### config.mk
export PLATFORM = sky130hd
export DESIGN_NAME = pulse_width_sensor_frame_decoder
export DESIGN_NICKNAME = d
export VERILOG_FILES = /design/src/rtl/core/pwsfd_pkg.sv /design/src/rtl/core/pulse_width_sensor_frame_decoder.sv
export SDC_FILE = /design/constraint.sdc
export NUM_CORES = 1
export LEC_CHECK = 0
export CORE_AREA = 2 2 123 125
export DETAILED_ROUTE_END_ITERATION = 8
export DIE_AREA = 0 0 125 127
export DONT_BUFFER_PORTS = 1
export PLACE_DENSITY = 0.82
export RECOVER_POWER = 50
export SLEW_MARGIN = 20
export SYNTH_ARGS = -nofsm -noshare
export SYNTH_HDL_FRONTEND = slang
export SYNTH_SLANG_ARGS = --single-unit
### constraint.sdc
create_clock -name i_clk -period 8.7 [get_ports i_clk]
set_clock_uncertainty 0.2 [all_clocks]
set_input_delay 0.435 -clock i_clk [delete_from_list [all_inputs] [get_ports i_clk]]
set_output_delay 0.435 -clock i_clk [all_outputs]
set_load 0.1 [all_outputs]
### src/rtl/core/pwsfd_pkg.sv
// ----------------------------------------------------------------------------
// pwsfd_pkg
// Shared types and constants for the pulse width sensor frame decoder.
// ----------------------------------------------------------------------------
package pwsfd_pkg;

    localparam int unsigned DUR_W        = 10;
    localparam int unsigned TRANS_W      = 7;
    localparam int unsigned BIT_CNT_W    = 6;
    localparam int unsigned FRAME_BYTES  = 5;
    localparam int unsigned FRAME_BITS   = 40;
    localparam int unsigned DATA_W       = 16;
    localparam int unsigned CFG_IDX_W    = 3;

    localparam int unsigned MAX_TRANSITIONS_DEF = 100;
    localparam int unsigned MIN_TRANSITIONS     = 40;
    localparam int unsigned HUM_MAX_TENTHS      = 1000;

    localparam logic [DUR_W-1:0] MIN_PULSE_RST = 10'd20;
    localparam logic [DUR_W-1:0] MAX_PULSE_RST = 10'd80;
    localparam logic [DUR_W-1:0] ONE_THR_RST   = 10'd40;

    typedef logic [7:0] t_byte;

    typedef enum logic [2:0] {
        ST_OK        = 3'd0,
        ST_BAD_PULSE = 3'd1,
        ST_CHECKSUM  = 3'd2,
        ST_SHORT     = 3'd3,
        ST_HUM_RANGE = 3'd4
    } t_status;

    typedef enum logic [CFG_IDX_W-1:0] {
        CFG_SENSOR_KIND = 3'd0,
        CFG_MIN_PULSE   = 3'd1,
        CFG_MAX_PULSE   = 3'd2,
        CFG_ONE_THR     = 3'd3
    } t_cfg_idx;

    localparam logic KIND_TENTHS = 1'b0;

endpackage

### src/rtl/core/pulse_width_sensor_frame_decoder.sv
// ----------------------------------------------------------------------------
// pulse_width_sensor_frame_decoder
// Decodes single-wire sensor frames from line transition timings.
// ----------------------------------------------------------------------------
// Takes one item per cycle: each item is one line transition (microseconds
// since the previous one) or an end-of-frame marker. An accepted item is
// registered, then judged and folded into the frame state;
// when it closes a frame (end-of-frame or the MAX_TRANSITIONS-th transition)
// the status, humidity and temperature are registered in the output
// register, which offers the result. The output register lets new items flow
// in while a result waits under stall; the input only stalls when a closing
// item meets a full, stalled output.
// Configuration writes are always ready.
module pulse_width_sensor_frame_decoder #(
    parameter int unsigned MAX_TRANSITIONS = pwsfd_pkg::MAX_TRANSITIONS_DEF
) (
    input  logic                                  i_clk,
    input  logic                                  i_rst_n,
    // transition items
    input  logic                                  i_in_valid,
    output logic                                  o_in_stall,
    input  logic [pwsfd_pkg::DUR_W-1:0]           i_duration_us,
    input  logic                                  i_end_of_frame,
    // results
    output logic                                  o_out_valid,
    input  logic                                  i_out_stall,
    output logic [2:0]                            o_status,
    output logic [pwsfd_pkg::DATA_W-1:0]          o_humidity_tenths,
    output logic signed [pwsfd_pkg::DATA_W-1:0]   o_temperature_tenths,
    // configuration
    input  logic                                  i_cfg_valid,
    output logic                                  o_cfg_ready,
    input  logic [pwsfd_pkg::CFG_IDX_W-1:0]       i_cfg_index,
    input  logic [pwsfd_pkg::DUR_W-1:0]           i_cfg_data
);

    localparam int unsigned TW = pwsfd_pkg::TRANS_W;
    localparam int unsigned DW = pwsfd_pkg::DUR_W;
    localparam int unsigned BW = pwsfd_pkg::BIT_CNT_W;
    localparam int unsigned NB = pwsfd_pkg::FRAME_BYTES;
    localparam logic [TW-1:0] MAX_T = TW'(MAX_TRANSITIONS);

    // configuration
    logic          r_sensor_kind;
    logic [DW-1:0] r_min_pulse;
    logic [DW-1:0] r_max_pulse;
    logic [DW-1:0] r_one_thr;

    // input register
    logic          r_in_valid;
    logic [DW-1:0] r_dur;
    logic          r_eof;

    // frame state
    logic [TW-1:0]      r_trans_cnt, n_trans_cnt;
    logic [BW-1:0]      r_bit_cnt,   n_bit_cnt;
    pwsfd_pkg::t_byte   r_frame [NB];
    pwsfd_pkg::t_byte   n_frame [NB];
    logic               r_pulse_err, n_pulse_err;

    // output register
    logic                      r_out_valid;
    pwsfd_pkg::t_status        r_status, n_status;
    logic [pwsfd_pkg::DATA_W-1:0] r_hum, n_hum;
    logic [pwsfd_pkg::DATA_W-1:0] r_temp, n_temp;

    logic          judge, bad, push, bit_val, close, can_write, advance;
    logic [2:0]    byte_sel;
    logic [7:0]    sum;
    logic [14:0]   mag;
    logic [pwsfd_pkg::DATA_W-1:0] hum_raw, temp_raw;

    assign o_cfg_ready = 1'b1;

    always_ff @(posedge i_clk) begin
        if (!i_rst_n) begin
            r_sensor_kind <= pwsfd_pkg::KIND_TENTHS;
            r_min_pulse   <= pwsfd_pkg::MIN_PULSE_RST;
            r_max_pulse   <= pwsfd_pkg::MAX_PULSE_RST;
            r_one_thr     <= pwsfd_pkg::ONE_THR_RST;
        end else if (i_cfg_valid) begin
            case (i_cfg_index)
                pwsfd_pkg::CFG_SENSOR_KIND: r_sensor_kind <= i_cfg_data[0];
                pwsfd_pkg::CFG_MIN_PULSE:   r_min_pulse   <= i_cfg_data;
                pwsfd_pkg::CFG_MAX_PULSE:   r_max_pulse   <= i_cfg_data;
                pwsfd_pkg::CFG_ONE_THR:     r_one_thr     <= i_cfg_data;
                default: ;
            endcase
        end
    end

    // item handling
    assign judge    = !r_eof && (r_trans_cnt > TW'(1)) && !r_trans_cnt[0] && !r_pulse_err;
    assign bad      = (r_dur < r_min_pulse) || (r_dur > r_max_pulse);
    assign push     = judge && !bad && (r_bit_cnt < BW'(pwsfd_pkg::FRAME_BITS));
    assign bit_val  = r_dur > r_one_thr;
    assign byte_sel = r_bit_cnt[5:3];

    always_comb begin
        for (int i = 0; i < NB; i++) begin
            n_frame[i] = (push && byte_sel == 3'(i)) ? {r_frame[i][6:0], bit_val}
                                                     : r_frame[i];
        end
    end

    assign n_bit_cnt   = push ? r_bit_cnt + BW'(1) : r_bit_cnt;
    assign n_pulse_err = r_pulse_err || (judge && bad);
    assign n_trans_cnt = r_eof ? r_trans_cnt : r_trans_cnt + TW'(1);
    assign close       = r_eof || (n_trans_cnt == MAX_T);

    // frame evaluation
    assign sum = n_frame[0] + n_frame[1] + n_frame[2] + n_frame[3];

    always_comb begin
        if (r_sensor_kind == pwsfd_pkg::KIND_TENTHS) begin
            hum_raw = {n_frame[0], n_frame[1]};
            mag     = {n_frame[2][6:0], n_frame[3]};
        end else begin
            hum_raw = 16'(12'(n_frame[0]) * 12'd10);
            mag     = 15'(11'(n_frame[2][6:0]) * 11'd10);
        end
        temp_raw = n_frame[2][7] ? 16'(16'd0 - 16'(mag)) : 16'(mag);

        if (n_pulse_err) begin
            n_status = pwsfd_pkg::ST_BAD_PULSE;
        end else if (sum != n_frame[4] || sum == 8'd0) begin
            n_status = pwsfd_pkg::ST_CHECKSUM;
        end else if (n_trans_cnt <= TW'(pwsfd_pkg::MIN_TRANSITIONS)) begin
            n_status = pwsfd_pkg::ST_SHORT;
        end else if (hum_raw > 16'(pwsfd_pkg::HUM_MAX_TENTHS)) begin
            n_status = pwsfd_pkg::ST_HUM_RANGE;
        end else begin
            n_status = pwsfd_pkg::ST_OK;
        end
        n_hum  = (n_status == pwsfd_pkg::ST_OK) ? hum_raw  : '0;
        n_temp = (n_status == pwsfd_pkg::ST_OK) ? temp_raw : '0;
    end

    // flow control
    assign can_write  = !r_out_valid || !i_out_stall;
    assign advance    = r_in_valid && (can_write || !close);
    assign o_in_stall = r_in_valid && !advance;

    always_ff @(posedge i_clk) begin
        if (!i_rst_n) begin
            r_in_valid <= 1'b0;
        end else if (!o_in_stall) begin
            r_in_valid <= i_in_valid;
        end
    end

    always_ff @(posedge i_clk) begin
        if (!o_in_stall) begin
            r_dur <= i_duration_us;
            r_eof <= i_end_of_frame;
        end
    end

    always_ff @(posedge i_clk) begin
        if (!i_rst_n) begin
            r_trans_cnt <= '0;
            r_bit_cnt   <= '0;
            r_pulse_err <= 1'b0;
            for (int i = 0; i < NB; i++) begin
                r_frame[i] <= '0;
            end
        end else if (advance) begin
            if (close) begin
                r_trans_cnt <= '0;
                r_bit_cnt   <= '0;
                r_pulse_err <= 1'b0;
                for (int i = 0; i < NB; i++) begin
                    r_frame[i] <= '0;
                end
            end else begin
                r_trans_cnt <= n_trans_cnt;
                r_bit_cnt   <= n_bit_cnt;
                r_pulse_err <= n_pulse_err;
                for (int i = 0; i < NB; i++) begin
                    r_frame[i] <= n_frame[i];
                end
            end
        end
    end

    always_ff @(posedge i_clk) begin
        if (!i_rst_n) begin
            r_out_valid <= 1'b0;
        end else if (advance && close) begin
            r_out_valid <= 1'b1;
        end else if (!i_out_stall) begin
            r_out_valid <= 1'b0;
        end
    end

    always_ff @(posedge i_clk) begin
        if (advance && close) begin
            r_status <= n_status;
            r_hum    <= n_hum;
            r_temp   <= n_temp;
        end
    end

    assign o_out_valid          = r_out_valid;
    assign o_status             = r_status;
    assign o_humidity_tenths    = r_hum;
    assign o_temperature_tenths = r_temp;

`ifndef SYNTHESIS
    a_trans_below_max: assert property (@(posedge i_clk) disable iff (!i_rst_n)
        r_trans_cnt < MAX_T)
        else $error("transition count reached frame limit without close");

    a_bit_cnt_bound: assert property (@(posedge i_clk) disable iff (!i_rst_n)
        r_bit_cnt <= BW'(pwsfd_pkg::FRAME_BITS))
        else $error("bit count beyond frame size");

    a_err_needs_pulse: assert property (@(posedge i_clk) disable iff (!i_rst_n)
        r_pulse_err |-> r_trans_cnt > TW'(2))
        else $error("pulse error set before any judged pulse");

    a_fail_zero_data: assert property (@(posedge i_clk) disable iff (!i_rst_n)
        (o_out_valid && o_status != pwsfd_pkg::ST_OK)
            |-> (o_humidity_tenths == '0 && o_temperature_tenths == '0))
        else $error("failed frame carries nonzero data");
`endif

endmodule
# --- Yosys cells after proc, flatten, opt, wreduce, memory -nomap -nowiden ---
# Memory sizes are Yosys's and may differ from the RTL's.
# Cells that the tools add are included.
# Widths: inputs -> output; s select.
word_totals:
  ff_bits: 93
  mem_bits_rw: 40
  input_bits: 29
  output_inout_bits: 38
  word_cells: 128
  memories: 1
memory_table:
  columns: ["name", "depth", "word_bits", "read_ports", "rd_ports_with_merged_regs", "write_ports", "line_no", "text"]
  rows:
  - ["r_frame", 5, 8, 5, 0, 5, "pulse_width_sensor_frame_decoder.sv:57", "pwsfd_pkg::t_byte r_frame [NB];"]
op_classes:
  add_sub_neg: 6
  mul: 2
  magnitude_cmp: 7
  eq_ne: 10
  muxes: 38
  bitwise: 10
  reduce_logical: 39
ops:
  columns: ["op", "count"]
  rows:
  - ["$mux 8", 15]
  - ["$mux 15", 2]
  - ["$add 8x8->8", 3]
  - ["$gt 10x10->1", 2]
  - ["$gt 16x10->1 const B", 1]
  - ["$mux 16", 1]
  - ["$sub 1x15->16 const A", 1]
  - ["$logic_and 1x1->1", 14]
  - ["$mux 7", 2]
  - ["$eq 3x2->1 const B", 4]
  - ["$mux 1", 12]
  - ["$mux 3", 4]
  - ["$mux 6", 2]
  - ["$reduce_and 2->1", 6]
  - ["$mul 8x3->11 const B", 1]
  - ["$lt 10x10->1", 1]
  - ["$mul 7x3->10 const B", 1]
  - ["$or 1x1->1", 10]
  - ["$logic_not 3->1", 3]
  - ["$logic_not 1->1", 8]
  - ["$logic_not 8->1", 1]
  - ["$ne 8x8->1", 1]
  - ["$add 7x1->7 const B", 1]
  - ["$eq 7x7->1 const B", 1]
  - ["other kinds (9)", 15]

# --- Longest topological paths before layout ---
depth:
  depth_word: 17
  ltp_mapped: 28
  mapped_depth_nobuf: 26

# --- Worst setup path after synthesis ---
# Ideal clock, no wire load.
synth_path:
  path_kind: "register to register"
  from: "reg r_dur[5]"
  to: "reg r_hum (netlist bit o_humidity_tenths[7]), data pin"
  setup_time_ns: 0.169
  arrival_ns: 5.975
  required_time_ns: 8.331
  slack_ns: 2.356
  stages_incl_launch_ff: 26
  n_path_buf: 2
  period_less_slack_ns: 6.344
  cell_sequence: "edfxtp_1 -> ha_1 -> nand4_1 -> nor4_1 -> o32ai_4 -> nor4_2 -> buf_6 -> o21a_1 -> inv_1 -> fa_1 -> inv_1 -> fa_1 -> inv_1 -> ha_1 -> fa_1 -> a21o_1 -> a21oi_1 -> xnor2_1 -> o21ai_0 -> a21oi_1 -> a32oi_1 -> a21oi_1 -> o2111a_1 -> nand4b_4 -> buf_4 -> nor4b_2"
synth_lines:
  columns: ["item", "line_no", "text"]
  rows:
  - ["from (decl)", "pulse_width_sensor_frame_decoder.sv:51", "logic [DW-1:0] r_dur;"]
  - ["from (signal assigned)", "pulse_width_sensor_frame_decoder.sv:154", "r_dur <= i_duration_us;"]
  - ["to (signal assigned)", "pulse_width_sensor_frame_decoder.sv:199", "r_hum <= n_hum;"]
  - ["to (decl)", "pulse_width_sensor_frame_decoder.sv:64", "logic [pwsfd_pkg::DATA_W-1:0] r_hum, n_hum;"]

==> metrics.cfg <==
[synthesis]
synth_cell_types = 77
ys.flop_type = edfxtp_1
ys_ff_latch = 133
synth_enable_flop_cells = 86
syn_avg_cell_area_um2 = 9.626
synth_warnings = 0
yosysSeqAreaShare = 0.4081
syn_inst = 897
async_reset_ff_frac = 0
syn_area_um2 = 8635

[power]
clock_power_share = 0.427
p_comb_frac = 0.173
seq_power_share = 0.400
p_sw_frac = 0.2794
leakage_nw = 3.863
powerDensity_nw_per_um2 = 185.3
power_mw = 1.795
irDropWorstVdd_mv = 0.1517
intPower_mw = 1.293
p_sw_uw = 501.7

[global_routing]
grt_pass1_wl_um = 33690
antenna_found_initial = 0
grt_pass1_vias = 6773
grt_start_max_net_pins = 42
track_usage = 0.2669
grt.overflow.total = 0

[place]
dp_cells = 1058
dp_hpwl_um = 14400
portBuffers = 0
gp_congestion = 0.9311

[timing]
grt_setup_unrepaired = no
finalSetupViolCount = 0
tightest_slew_ps = 1978
finalHoldViolCount = 0
maxSlewHeadroom = -0.3187
timing.fmax_ghz = 0.1308
worst_hold_slack_ps = 31.09
post-route-min-period_ps = 7646
slew_violations = 79
fin_crit_sh = 0.8788
fin_tns_setup_ps = 0

[critical_path]
required_ps = 8670
crit_fanout = 24
critPathLaunchType = register
ff2ff_setup_slack_ps = 1050
r2r-end = o_humidity_tenths[2]
rr_startpoint = r_dur[3]
critPathArrivalTime_ps = 7610
worstRegToRegCells = 23
cp-end-kind = register
setup.worst_path.class = reg2reg

[die]
num_rows = 44
dieArea_um2 = 15880
die_x_um = 125
core-area_um2 = 14420
io_pins = 67
start_util = 0.5986
die_y_um = 127

[clocking]
clock-sinks = 133
postCtsResizedCells = 0
clock_latency_ps = 440
clockBufferDepth = 2
cts_made_buffers = 17
postCtsSetupBuffers = 0
cts.clk_slew.worst_paths_ps = 60
cts_tree = yes
root_buffer = clkbuf_16
cts_htree_levels = 4

[finish]
final_cell_mix = nand2_1 (94), edfxtp_1 (86), inv_1 (79)
area_delta_synth_final_pct = 12.22
nets = 1024
finalNonFillerCells = 1114
final_core_util = 0.6718
insertedDiodeCount = 0
layout_commonest_cell = nand2_1
drive_gt1_frac = 0.07527

[hold_path]
holdPathStages = 1
whs_endpoint = r_frame[0][27]
min_from = i_rst_n
worstHoldPathType = in2reg

[routing]
top_layer = met4
drc = 0
m1WireLength_um = 8432
dr_wl_met2_um = 9812
wl_per_cell_um = 18.54
drt_pass1_iterations = 5
routed_wirelength_um = 20660
wl_met3_um = 1773
first_iter_violations = 650
routed-via-count = 6865
antenna_left = 0
avgViaCountPerCell = 6.162

[job]
drv_cap = 2

[status]
status = finished with violations
violations = max-capacitance violations, max-slew violations

## cells in the mapped netlist (6+ instances only)
library cell	n	area (um2)
mux2_2	9	101.4
a21boi_0	26	195.2
ha_1	62	775.7
nor2_1	72	270.3
inv_1	79	296.5
and2_1	7	43.79
and3_1	12	75.07
nor3_1	27	135.1
nand4_1	7	43.79
a31oi_1	12	75.07
o21ai_0	30	150.1
xnor2_1	25	219.0
o211ai_1	11	82.58
xor2_1	13	113.9
clkbuf_1	28	105.1
o21bai_1	8	60.06
nor4_1	7	43.79
nand3_1	21	105.1
a21oi_1	52	260.3
nand2_1	94	352.8
nor3b_1	7	52.55
edfxtp_1	86	2582
fa_1	16	320.3
dfxtp_1	47	940.9
nor2b_1	11	68.82
mux2i_1	24	240.2
nand2b_1	6	37.54
or2_2	6	37.54
## flip-flops by register name (all words and copies together) (netlist names)
name,cells
r_pulse_err,1
r_frame,40
r_max_pulse,10
o_humidity_tenths,16
r_min_pulse,10
r_in_valid,1
r_bit_cnt,6
o_out_valid,1
o_status,3
r_trans_cnt,7
r_eof,1
r_one_thr,10
r_dur,10
o_temperature_tenths,16
r_sensor_kind,1
## cells by family after synthesis
kind of cell,share of synthesized area
compound gates,0.1446
xor+xnor,0.04115
fa+ha+maj,0.1269
buf+inv,0.05361
flops,0.4081
mux,0.04565
other cells,0.0008698
simple gates,0.1791
## per-stage QoR
stage | worst slack [ps] | instance area [um2]
6_report | 1054 | 9689
5_1_grt | 664.5 | 9689
4_1_cts | 1174 | 9706
3_5_place_dp | 1304 | 8818
3_3_place_gp | 1716 | 8818
2_1_floorplan | 2356 | 8653
## metal layers
layer  vias to the layer above  global-route usage
met5                         -                   0
met4                         0              0.1255
met3                        61             0.06658
met2                       342              0.4377
met1                      3218              0.3347
li1                       3244                   -
## layout make-up
cell class / count / area (um2)
Fill cell: 1055 / 4735
Multi-Input combinational cell: 651 / 4667
Sequential cell: 133 / 3523
Clock buffer: 20 / 500.5
Timing Repair Buffer: 34 / 331.6
Inverter: 80 / 300.3
Tap cell: 184 / 230.2
Clock inverter: 12 / 136.4
## repair_timing
action	4_1_cts	5_1_grt
setup endpoints to repair	0	0
hold buffers	24	0
endpoints found under the hold margin	51	0
## critical path, cell delays in order (launching register included)
cell	delay, ps
edfxtp_1	430
ha_1	340
nand4_1	140
nor4_1	590
o32a_1	600
nand2_1	300
mux2i_1	390
inv_1	120
fa_1	490
inv_1	50
fa_1	500
inv_1	50
ha_1	220
fa_1	410
a21o_1	180
a21oi_1	220
xnor2_1	240
o21ai_0	150
a21oi_1	190
a32oi_1	130
a21oi_1	160
o2111a_1	320
nand4b_4	370
a2111oi_1	590
## power groups by stage
stage | sequential (mW) | clock, mW | combinational [mW]
6_report | 0.718 | 0.767 | 0.311
5_1_grt | 0.720 | 0.799 | 0.343
4_1_cts | 0.717 | 0.773 | 0.305
3_5_place_dp | 0.730 | 0 | 0.289
3_3_place_gp | 0.729 | 0 | 0.280
2_1_floorplan | 0.726 | 0 | 0.231
## worst max-delay path by stage
stage | depth (start not counted) | slack, ps | to | start
2_1_floorplan | 25 | 2360 | o_humidity_tenths[7] | r_dur[5]
3_3_place_gp | 23 | 1720 | o_humidity_tenths[2] | r_dur[3]
3_5_place_dp | 24 | 1300 | o_humidity_tenths[2] | r_dur[5]
4_1_cts | 24 | 1170 | o_humidity_tenths[2] | r_dur[3]
5_1_grt | 24 | 660 | o_humidity_tenths[5] | r_dur[3]
6_report | 23 | 1050 | o_humidity_tenths[2] | r_dur[3]
(Power assumes the default switching activity.)
